--- src/design/rtt_pkg.sv ---
`default_nettype none
package rtt_pkg;

	typedef enum logic [1:0] {
		MODE_ADD    = 2'd0,
		MODE_REMOVE = 2'd1,
		MODE_IGNORE = 2'd2,
		MODE_TICK   = 2'd3
	} mode_t;

	localparam logic [15:0] TIMEOUT_RESET = 16'd100;
	localparam logic [15:0] TIMER_MAX     = 16'hFFFF;

	typedef struct packed {
		logic [1:0]  mode;
		logic [31:0] session_id;
		logic [31:0] message_id;
		logic [7:0]  message_type;
	} req_t;

	typedef struct packed {
		logic        found;
		logic        overflow;
		logic        timed_out;
		logic [31:0] expired_session;
		logic [31:0] expired_message;
		logic [7:0]  expired_type;
	} rsp_t;

	typedef struct packed {
		logic load;    // capture the accepted request
		logic rd;      // read slot at rd_addr
		logic wr;      // write entry at wr_addr
		logic wr_new;  // write the request as a fresh entry, else write wr data
		logic mark;    // rewrite entry with ignored set
		logic bump;    // rewrite entry with timer advanced
		logic rd_last; // read the last slot for a swap
		logic move;    // capture the matched entry and its slot for a swap
	} dp_cmd_t;

	typedef struct packed {
		logic key_hit;
		logic sess_hit;
		logic expire;
	} dp_sts_t;

endpackage
`default_nettype wire

--- src/design/rtt_datapath.sv ---
`default_nettype none
module rtt_datapath #(
	parameter int AW = 5
) (
	input  wire              clk,
	input  rtt_pkg::req_t    req,
	input  wire [15:0]       timeout_ticks,
	input  wire [AW-1:0]     rd_addr,
	input  wire [AW-1:0]     wr_addr,
	input  rtt_pkg::dp_cmd_t cmd,
	output rtt_pkg::dp_sts_t sts,
	output logic [31:0]      ent_session,
	output logic [31:0]      ent_message,
	output logic [7:0]       ent_type,
	output logic             ent_ignored
);
	import rtt_pkg::*;

	localparam int DEPTH = 1 << AW;

	typedef struct packed {
		logic [31:0] session;
		logic [31:0] message;
		logic [7:0]  mtype;
		logic [15:0] timer;
		logic        ignored;
	} entry_t;

	entry_t mem [DEPTH];
	entry_t rd_q;
	entry_t last_q;
	entry_t wdata;
	req_t   req_q;
	logic [15:0] tnext;

	always_ff @(posedge clk) begin
		if (cmd.rd || cmd.rd_last) begin
			rd_q <= mem[rd_addr];
		end
		if (cmd.wr) begin
			mem[wr_addr] <= wdata;
		end
	end

	// Hold a copy of the removed entry across the swap.
	always_ff @(posedge clk) begin
		if (cmd.move) begin
			last_q <= rd_q;
		end
	end

	always_ff @(posedge clk) begin
		if (cmd.load) begin
			req_q <= req;
		end
	end

	always_comb begin
		tnext = (rd_q.timer < TIMER_MAX) ? rd_q.timer + 16'd1 : rd_q.timer;
		wdata = rd_q;
		if (cmd.wr_new) begin
			wdata = '{session: req.session_id, message: req.message_id,
				mtype: req.message_type, timer: 16'd0, ignored: 1'b0};
		end else if (cmd.mark) begin
			wdata.ignored = 1'b1;
		end else if (cmd.bump) begin
			wdata.timer = tnext;
		end else if (cmd.move) begin
			wdata = rd_q;
		end
	end

	assign sts.sess_hit = rd_q.session == req_q.session_id;
	assign sts.key_hit  = sts.sess_hit && rd_q.message == req_q.message_id;
	assign sts.expire   = tnext >= timeout_ticks;
	assign ent_session  = last_q.session;
	assign ent_message  = last_q.message;
	assign ent_type     = last_q.mtype;
	assign ent_ignored  = last_q.ignored;
endmodule
`default_nettype wire

--- src/design/rtt_ctrl.sv ---
`default_nettype none
module rtt_ctrl #(
	parameter int AW = 5,
	parameter int DEPTH = 32
) (
	input  wire              clk,
	input  wire              arst_n,
	input  wire              in_valid,
	output logic             in_ready,
	input  rtt_pkg::req_t    req,
	output logic             out_valid,
	input  wire              out_ready,
	output rtt_pkg::rsp_t    rsp,
	input  rtt_pkg::dp_sts_t sts,
	input  wire [31:0]       ent_session,
	input  wire [31:0]       ent_message,
	input  wire [7:0]        ent_type,
	input  wire              ent_ignored,
	output rtt_pkg::dp_cmd_t cmd,
	output logic [AW-1:0]    rd_addr,
	output logic [AW-1:0]    wr_addr,
	output logic [AW:0]      count
);
	import rtt_pkg::*;

	localparam logic [AW:0] FULL = (AW+1)'(DEPTH);

	typedef enum logic [2:0] {
		S_IDLE, S_READ, S_CHECK, S_LAST, S_HOLD, S_MOVE, S_DONE
	} state_t;

	state_t      state_q;
	logic [AW:0] idx_q;
	logic [AW:0] count_q;
	logic        is_tick_q;
	rsp_t        rsp_q;
	req_t        req_q;
	mode_t       mode;

	assign mode     = mode_t'(req_q.mode);
	assign in_ready = state_q == S_IDLE;
	assign out_valid = state_q == S_DONE;
	assign rsp      = rsp_q;
	assign count    = count_q;
	assign rd_addr  = (state_q == S_CHECK || state_q == S_LAST) ?
		AW'(count_q - 1'b1) : idx_q[AW-1:0];

	always_comb begin
		cmd = '0;
		wr_addr = idx_q[AW-1:0];
		unique case (state_q)
			S_IDLE: begin
				cmd.load = in_valid;
				cmd.wr = in_valid && req.mode == MODE_ADD && count_q != FULL;
				cmd.wr_new = cmd.wr;
				wr_addr = count_q[AW-1:0];
			end
			S_READ:  cmd.rd = idx_q < count_q;
			S_CHECK: begin
				unique case (mode)
					MODE_IGNORE: begin
						cmd.wr = sts.sess_hit;
						cmd.mark = 1'b1;
					end
					MODE_TICK: begin
						cmd.wr = 1'b1;
						cmd.bump = 1'b1;
					end
					default: ;
				endcase
				// matched or expired entry copied out now; the current read holds it
				cmd.rd_last = 1'b1;
				cmd.move = (mode == MODE_REMOVE && sts.key_hit) ||
					(mode == MODE_TICK && sts.expire);
			end
			S_MOVE: begin
				cmd.wr = 1'b1;
				cmd.move = 1'b0;
			end
			default: ;
		endcase
	end

	always_ff @(posedge clk or negedge arst_n) begin
		if (!arst_n) begin
			state_q <= S_IDLE;
			count_q <= '0;
			idx_q <= '0;
			is_tick_q <= 1'b0;
			req_q <= '0;
			rsp_q <= '0;
		end else begin
			unique case (state_q)
				S_IDLE: begin
					if (in_valid) begin
						req_q <= req;
						idx_q <= '0;
						if (req.mode == MODE_ADD) begin
							rsp_q <= '{found: count_q != FULL,
								overflow: count_q == FULL, timed_out: 1'b0,
								expired_session: '0, expired_message: '0,
								expired_type: '0};
							if (count_q != FULL) begin
								count_q <= count_q + 1'b1;
							end
							state_q <= S_DONE;
						end else begin
							rsp_q <= '0;
							state_q <= S_READ;
						end
					end
				end
				S_READ: state_q <= (idx_q < count_q) ? S_CHECK : S_DONE;
				S_CHECK: begin
					if (cmd.move) begin
						is_tick_q <= mode == MODE_TICK;
						state_q <= S_LAST;
					end else begin
						idx_q <= idx_q + 1'b1;
						state_q <= S_READ;
					end
				end
				S_LAST: state_q <= S_HOLD;
				S_HOLD: begin
					// last_q has the victim, rd_q already holds the last entry
					if (is_tick_q) begin
						rsp_q <= '{found: 1'b0, overflow: 1'b0,
							timed_out: !ent_ignored, expired_session: ent_session,
							expired_message: ent_message, expired_type: ent_type};
					end else begin
						rsp_q <= '{found: 1'b1, overflow: 1'b0, timed_out: 1'b0,
							expired_session: '0, expired_message: '0,
							expired_type: '0};
					end
					state_q <= S_MOVE;
				end
				S_MOVE: begin
					count_q <= count_q - 1'b1;
					state_q <= S_DONE;
				end
				S_DONE: if (out_ready) state_q <= S_IDLE;
				default: state_q <= S_IDLE;
			endcase
		end
	end
endmodule
`default_nettype wire

--- src/design/rtt_swap.sv ---
`default_nettype none
module rtt_swap #(
	parameter int AW = 5
) (
	input  wire           clk,
	input  wire           arst_n,
	input  wire           load,
	input  wire [AW-1:0]  slot,
	output logic [AW-1:0] slot_q
);
	// Remember the freed slot while the last entry is fetched.
	always_ff @(posedge clk or negedge arst_n) begin
		if (!arst_n) begin
			slot_q <= '0;
		end else if (load) begin
			slot_q <= slot;
		end
	end
endmodule
`default_nettype wire

--- src/design/reply_timeout_tracker_top.sv ---
`default_nettype none
// Table of up to TABLE_DEPTH outstanding requests. An add writes the next free
// slot directly; remove, ignore-session and tick scan the filled slots in
// turn, a READ step then a CHECK step per slot, and the block takes no new
// request until the result has been taken on out_ready. A removal moves the
// last entry into the freed slot. No clearing pass: only slots below the fill
// count are ever read.
module reply_timeout_tracker_top #(
	parameter int TABLE_DEPTH = 32
) (
	input  wire                clk,
	input  wire                arst_n,
	input  wire                in_valid,
	output logic               in_ready,
	input  rtt_pkg::req_t      in_data,
	output logic               out_valid,
	input  wire                out_ready,
	output rtt_pkg::rsp_t      out_data,
	input  wire                cfg_we,
	input  wire [15:0]         cfg_wdata
);
	import rtt_pkg::*;

	localparam int AW = $clog2(TABLE_DEPTH);

	logic [15:0]   timeout_q;
	dp_cmd_t       cmd;
	dp_cmd_t       dcmd;
	dp_sts_t       sts;
	logic [AW-1:0] rd_addr, wr_addr, slot_q, dwr;
	logic [AW:0]   count;
	logic [31:0]   ent_session, ent_message;
	logic [7:0]    ent_type;
	logic          ent_ignored;

	always_ff @(posedge clk or negedge arst_n) begin
		if (!arst_n) begin
			timeout_q <= TIMEOUT_RESET;
		end else if (cfg_we) begin
			timeout_q <= cfg_wdata;
		end
	end

	rtt_ctrl #(.AW(AW), .DEPTH(TABLE_DEPTH)) u_ctrl (
		.clk, .arst_n, .in_valid, .in_ready, .req(in_data),
		.out_valid, .out_ready, .rsp(out_data), .sts,
		.ent_session, .ent_message, .ent_type, .ent_ignored,
		.cmd, .rd_addr, .wr_addr, .count
	);

	rtt_swap #(.AW(AW)) u_swap (
		.clk, .arst_n, .load(cmd.move), .slot(wr_addr), .slot_q
	);

	// The move write targets the freed slot; in the HOLD step the held
	// entry is the victim and the fresh read is the last entry.
	always_comb begin
		dcmd = cmd;
		dwr = wr_addr;
		if (cmd.wr && !cmd.wr_new && !cmd.mark && !cmd.bump) begin
			dwr = slot_q;
		end
	end

	rtt_datapath #(.AW(AW)) u_dp (
		.clk, .req(in_data), .timeout_ticks(timeout_q),
		.rd_addr, .wr_addr(dwr), .cmd(dcmd), .sts,
		.ent_session, .ent_message, .ent_type, .ent_ignored
	);

`ifndef NO_ASSERTIONS
	a_count: assert property (@(posedge clk) disable iff (!arst_n)
		count <= (AW+1)'(TABLE_DEPTH)) else $error("count over depth");
	a_ovf: assert property (@(posedge clk) disable iff (!arst_n)
		out_valid |-> !(out_data.found && out_data.overflow))
		else $error("found with overflow");
	a_busy: assert property (@(posedge clk) disable iff (!arst_n)
		out_valid |-> !in_ready) else $error("accept while result pending");
`endif
endmodule
`default_nettype wire

--- config.mk ---
export PLATFORM = sky130hd
export DESIGN_NAME = reply_timeout_tracker_top
export DESIGN_NICKNAME = d
export VERILOG_FILES = /design/src/design/rtt_pkg.sv /design/src/design/rtt_datapath.sv /design/src/design/rtt_ctrl.sv /design/src/design/rtt_swap.sv /design/src/design/reply_timeout_tracker_top.sv
export SDC_FILE = /design/constraint.sdc
export NUM_CORES = 2
export LEC_CHECK = 0
export BUFFER_PORTS_ARGS = -buffer_cell sky130_fd_sc_hd__buf_2
export CAP_MARGIN = 0
export CORE_UTILIZATION = 53
export DETAILED_ROUTE_END_ITERATION = 10
export GPL_TIMING_DRIVEN = 0
export PLACE_DENSITY = 0.69
export SLEW_MARGIN = 20
export SYNTH_ARGS = -nofsm -noshare
export SYNTH_HDL_FRONTEND = slang
export SYNTH_SLANG_ARGS = --single-unit
--- constraint.sdc ---
create_clock -name clk -period 28.5 [get_ports clk]
set_input_delay 2.85 -clock clk [delete_from_list [all_inputs] [get_ports clk]]
set_output_delay 2.85 -clock clk [all_outputs]
set_load 0.03 [all_outputs]
# After elaboration in Yosys (flattened, before gate mapping)
# Memories as Yosys holds them, arrays and structs flattened. A register that Yosys moved wholly into a read port is not among the register bits.
# Index checks and enable logic that the tools add are counted.
dict set report word_totals {
  reg_bits 251
  mem_bits_rw 2848
  in_bits 95
  output_inout_bits 77
  wordCells 107
  n_memories 1
}
# memory depth word_bits read_ports rd_ports_with_merged_regs wr line
set mem_list {}
lappend mem_list {u_dp.mem 32 89 1 1 1 rtt_datapath.sv:29} ;# entry_t mem [DEPTH];
dict set report classes {
  add_sub_neg 4
  n_lt_le_gt_ge 3
  n_eq_ne 18
  n_mux 36
  reduce_logical 26
}
# op n
set op_table {}
lappend op_table {{$mux W75} 3}
lappend op_table {{$pmux W75 S2} 1}
lappend op_table {{$mux W89} 1}
lappend op_table {{$eq A32 B32 Y1} 2}
lappend op_table {{$mux W16} 3}
lappend op_table {{$mux W6} 5}
lappend op_table {{$pmux W6 S2} 2}
lappend op_table {{$pmux W3 S7} 1}
lappend op_table {{$add A16 B1 Y16 const B} 1}
lappend op_table {{$ge A16 B16 Y1} 1}
lappend op_table {{$lt A16 B16 Y1 const B} 1}
lappend op_table {{$mux W3} 5}
lappend op_table {{$mux W5} 3}
lappend op_table {{$add A6 B1 Y6 const B} 2}
lappend op_table {{$eq A3 B3 Y1 const B} 3}
lappend op_table {{$mux W1} 9}
lappend op_table {{$logic_and A1 B1 Y1} 8}
lappend op_table {{$reduce_and A2 Y1} 4}
lappend op_table {{$eq A3 B2 Y1 const B} 2}
lappend op_table {{$eq A6 B6 Y1 const B} 1}
lappend op_table {{$lt A6 B6 Y1} 1}
lappend op_table {{$ne A2 B1 Y1 const B} 3}
lappend op_table {{$ne A6 B6 Y1 const B} 1}
lappend op_table {{$reduce_bool A2 Y1} 3}
lappend op_table {{other kinds (14)} 21}

# Longest topological paths before layout
dict set report logic_depth {
  depth_word 9
  ltp_mapped 15
  mapped_depth_nobuf 15
}

# Modules after synthesis
# From an unflattened synthesis, not the netlist that was laid out.
dict set report hier_totals {
  hier_cells 5512
  hier_area_um2 122114.6
}
# module n_inst cells_per_inst area_each_um2 seq_area_each_um2
set modules_own_cells {}
lappend modules_own_cells {rtt_datapath 1 5124 117258.7 92308.5}
lappend modules_own_cells {rtt_ctrl 1 338 4000.1 2327.2}
lappend modules_own_cells {reply_timeout_tracker_top 1 40 674.4 404.1}
lappend modules_own_cells {rtt_swap 1 10 181.4 125.1}

# Least setup slack after synthesis
# Ideal clock, no wire load.
dict set report synth_timing {
  kind {flip-flop to flip-flop}
  start {register u_ctrl.count_q[1], in the netlist u_ctrl.count[1]}
  end {register, netlist name u_dp.rd_q[0]}
  setup_time_ns 0.779
  arrival_ns 10.446
  t_required_ns 27.721
  path_slack_ns 17.275
  stages_incl_launch_ff 9
  path_buffers 0
  period_less_slack_ns 11.225
  cell_sequence {dfrtp_1 inv_1 ha_1 a21o_1 a21o_1 a21oi_1 nor2b_1 o21a_1 o41ai_1}
}
dict set report synth_via {
  elab_chain_len 3
  elab_cells_between_ends 5
  cone_classes {add/sub (1); order compare (1); mux (2); reduce/logical (1)}
}
# element line
set synth_rtl {}
lappend synth_rtl {{from (decl)} rtt_ctrl.sv:34} ;# logic [AW:0] count_q;
lappend synth_rtl {{from (signal assigned)} rtt_ctrl.sv:104} ;# count_q <= count_q + 1'b1;
lappend synth_rtl {{from (signal assigned)} rtt_ctrl.sv:138} ;# count_q <= count_q - 1'b1;
lappend synth_rtl {{$lt A6 B6 Y1} rtt_ctrl.sv:58} ;# S_READ: cmd.rd = idx_q < count_q;
lappend synth_rtl {{$mux W1} rtt_ctrl.sv:51} ;# unique case (state_q)
lappend synth_rtl {{$logic_or A1 B1 Y1} rtt_datapath.sv:37} ;# if (cmd.rd || cmd.rd_last) begin
# Several ways; a longest one is shown, not always the timed one.
# A chain may end at the register's enable or synchronous reset.

# Final worst setup path
dict set report layout_timing {
  start {input in_valid}
  end {memory u_dp.mem[17][77] (netlist name) (enable)}
}
dict set report layout_via {
  elab_chain_len 8
  elab_cells_between_ends 11
  cone_classes {mux (5); reduce/logical (6)}
}
# element line
set layout_rtl {}
lappend layout_rtl {{from (decl)} reply_timeout_tracker_top.sv:13} ;# input wire in_valid,
lappend layout_rtl {{$logic_and A1 B1 Y1 * (2 in a row)} rtt_ctrl.sv:54} ;# cmd.wr = in_valid && req.mode == MODE_ADD && count_q != FULL;
lappend layout_rtl {{$mux W1} rtt_ctrl.sv:51}
lappend layout_rtl {{$logic_not A1 Y1} reply_timeout_tracker_top.sv:60} ;# if (cmd.wr && !cmd.wr_new && !cmd.mark && !cmd.bump) begin
lappend layout_rtl {{$logic_and A1 B1 Y1 (3 in a row)} reply_timeout_tracker_top.sv:60}
lappend layout_rtl {{$mux W5} reply_timeout_tracker_top.sv:60}
lappend layout_rtl {{to (decl)} rtt_datapath.sv:29}
# Mark *: on every way between the ends. The rest lies on a longest branch, timed or not.

==> impl_metrics.env <==
export IMPL_syn_to_final_growth_pct=16.4
export IMPL_end_kind="flop"
export IMPL_nets=7401
export IMPL_crit_path_cell_trace="buf_2 > nand2_2 > inv_6 > and3_1 > nor2_1 > o21ai_2 > nand3_1 > nor2_4 > buf_16 > buf_12 > buf_12 > buf_8"
export IMPL_drt_vias_per_instance=6.48
export IMPL_fp_row_count=176
export IMPL_place_ws_ps=21870
export IMPL_core_um2=231000
export IMPL_comb_power_share_pct=37.1
export IMPL_p_seq_share_pct=38.2
export IMPL_cts_resized=0
export IMPL_drt_first_iter_violations=9923
export IMPL_r2r_end="u_dp.mem[17][77]"
export IMPL_grt_max_degree=72
export IMPL_route_vias_total=68600
export IMPL_die_area_um2=234000
export IMPL_mostFrequentLayoutCells="edfxtp_1, nand2_1, mux4_2"
export IMPL_fin_hold_ws_ps=440
export IMPL_cp_required_ps=29120
export IMPL_cts_buffers_inserted=333
export IMPL_critPathMaxStageDelay_ps=800
export IMPL_fin_crit_sh_pct=20.4
export IMPL_clk_path_buf_depth=4
export IMPL_startpoint_type="primary input"
export IMPL_crit_path_end="u_dp.mem[17][77]"
export IMPL_finalHoldViolCount=0
export IMPL_ant_nets=0
export IMPL_clk_latency_ps=990
export IMPL_crit_buf_inv=6
export IMPL_critical_path_class="primary input to flop"
export IMPL_setup_violations=0
export IMPL_fmax_mhz=172
export IMPL_grt_pass1_wl_um=498000
export IMPL_min_period_ps=5800
export IMPL_p_leak_nw=47.6
export IMPL_first_pass_iters=8
export IMPL_synth_cell_types=62
export IMPL_ys_ff_latch=3188
export IMPL_finalClockSkew_ps=82.0
export IMPL_cts_sinks=3188
export IMPL_post_drt_wl_per_cell_um=33.5
export IMPL_setup_ws_ps=22700
export IMPL_final_max_slew_viol_count=0
export IMPL_p_sw_mw=6.16
export IMPL_initial_core_util_pct=53.5
export IMPL_clkPwrFrac_pct=24.8
export IMPL_post_cts_buffers=0
export IMPL_ys_async_sr_fraction_pct=3.58
export IMPL_hold_path_depth=1
export IMPL_die_y_um=484
export IMPL_relSlewSlack_pct=15.7
export IMPL_status="completed"
export IMPL_reg2reg_from="u_dp.rd_q[58]"
export IMPL_syn_avg_cell_area_um2=18.8
export IMPL_arrival_ps=6420
export IMPL_fin_setup_tns_ps=0
export IMPL_gr_usage_all_layers_pct=30.2
export IMPL_final_layout_size_suffix_gt1_share_pct=22.8
export IMPL_intPower_mw=10.7
export IMPL_io_buffers=171
export IMPL_root_buffer="clkbuf_16"
export IMPL_critPathLaunch="in_valid"
export IMPL_fin_util_pct=62.2
export IMPL_drc=0
export IMPL_min_delay_path_class="flop to flop"
export IMPL_powerDensity_nw_per_um2=118
export IMPL_syn_area_um2=123000
export IMPL_cp_depth=12
export IMPL_finalWeightedCongestion=0.887
export IMPL_gr_total_overflow=0
export IMPL_cp_top_family="simple AND/OR/NAND/NOR gates"
export IMPL_dp_hpwl_um=246000
export IMPL_rrSetupSlack_ps=22700
export IMPL_switching_share_pct=36.5
export IMPL_syn_nets=6663
export IMPL_crit_slowest_cell="nor2_4"
export IMPL_yosysWarnings=0
export IMPL_yosysSeqAreaShare_pct=77.2
export IMPL_cpMostUsedCell="buf_12"
export IMPL_path_clk_slew_ps=60
export IMPL_multi_input_area_um2=26500
export IMPL_h_tree_depth=5
export IMPL_synthCells=6543
export IMPL_drv_cap=0
export IMPL_ys_flop_type="edfxtp_1"
export IMPL_layout_commonest_cell="edfxtp_1"
export IMPL_wl_um=354000
export IMPL_worst_path_max_fanout=17
export IMPL_grt_setup_unrepaired="false"
export IMPL_rr_worst_depth=11
export IMPL_antenna_found_initial=19
export IMPL_io_pins=172
export IMPL_num_fill_cells=15500
export IMPL_seq_area_um2=95200
export IMPL_die_w_um=484
export IMPL_tightest_slew_ps=1260
export IMPL_grt_pass1_vias=67600
export IMPL_cts_hold_buffers=0
export IMPL_synth_edff_count=3074
export IMPL_cts_tree="done"
export IMPL_vdd_drop_max_uv=68.3
state kept, by name, indices dropped and copies added (netlist names):
name and flops:
u_ctrl.state_q 3, u_ctrl.count 6, u_dp.rd_q 89, u_swap.slot_q 5, u_ctrl.mode 2, u_ctrl.idx_q 6, u_dp.ent_ignored 1, u_ctrl.is_tick_q 1
u_ctrl.rsp 75, u_dp.ent_session 32, u_dp.ent_type 8, u_dp.mem 2848, timeout_q 16, u_dp.ent_message 32, u_dp.req_q 64
per-layer routing:
layer	up-vias	global-route usage, %	routed length, um
li1	27800	-	-
met1	35400	39.9	128000
met2	4417	47.0	166000
met3	875	7.22	39900
met4	2	15.6	20000
met5	-	0	58
worst register-to-register path: stages (launching register included):
cell and delay (ps):
edfxtp_1 420, xnor2_1 780, nand4_1 390, nor4_2 950
a21oi_1 240, o21ai_2 250, nand3_1 700, nor2_4 800
buf_16 240, buf_12 200, buf_12 230, buf_8 230
synth_stat cells (all sizes together), types with 33 or more instances:
master,instances,area share [%]
edfxtp,3074,75
inv,33,0.10
a22o,104,0.74
a21oi,198,0.81
buf,240,1.1
o21ai,94,0.38
mux2i,304,2.5
xnor2,47,0.33
xor2,35,0.25
mux4,479,8.8
o22ai,113,0.57
dfrtp,111,2.3
nor2,78,0.24
and3,67,0.34
mux2,77,0.70
a32oi,118,0.84
nand2,821,2.5
nand3,201,0.82
clkbuf,137,0.42
power groups by stage:
stage	clock network [mW]	registers (mW)	logic [mW]
2_1_floorplan	0	6.55	3.65
3_3_place_gp	0	6.64	5.83
3_5_place_dp	0	6.53	6.14
4_1_cts	4.20	6.44	6.18
5_1_grt	4.39	6.46	6.55
6_report	4.18	6.44	6.26
how the worst min path moves through the flow:
stage / end / slack [ps] / startpoint
after floorplan: u_dp.ent_type[0] / 420 / u_dp.rd_q[17]
after global placement: u_dp.ent_type[4] / 440 / u_dp.rd_q[21]
after detailed placement: u_dp.ent_type[5] / 440 / u_dp.rd_q[22]
after CTS: u_ctrl.rsp[18] / 450 / u_dp.ent_message[10]
after global routing: u_ctrl.rsp[18] / 460 / u_dp.ent_message[10]
final: u_ctrl.rsp[18] / 440 / u_dp.ent_message[10]
cell type report:
type / instances / share of cell area, %
diodes: 14 / 0.0244
plain buffers: 377 / 1.34
clock buffers: 427 / 6.25
clock inverters: 159 / 0.947
inverters: 33 / 0.0898
multi-input cells: 2945 / 18.5
flip-flops and latches: 3188 / 66.3
well taps: 3026 / 2.64
repair buffers: 403 / 3.92
kinds of logic (layout without fill, tap and decap cells):
| logic type | after synthesis | count (layout) | share of synthesized area (%) |
|---|---|---|---|
| flops | 3188 | 3188 | 77.2 |
| xor+xnor | 82 | 82 | 0.583 |
| mux | 860 | 860 | 11.9 |
| simple gates | 1237 | 1237 | 4.27 |
| other cells | 0 | 14 | 0 |
| buf+inv | 410 | 1399 | 1.65 |
| compound gates | 741 | 741 | 4.10 |
| fa+ha+maj | 25 | 25 | 0.254 |
stage by stage:
| stage | power, mW | instances | cell area (um^2) |
|---|---|---|---|
| after detailed placement | 12.7 | 9972 | 133000 |
| after floorplan | 10.2 | 6543 | 123000 |
| final | 16.9 | 10600 | 143000 |
| after CTS | 16.8 | 10600 | 143000 |
| after global placement | 12.5 | 9740 | 128000 |
| after global routing | 17.4 | 10600 | 143000 |
Note: power is estimated with default switching activity, not from simulation.
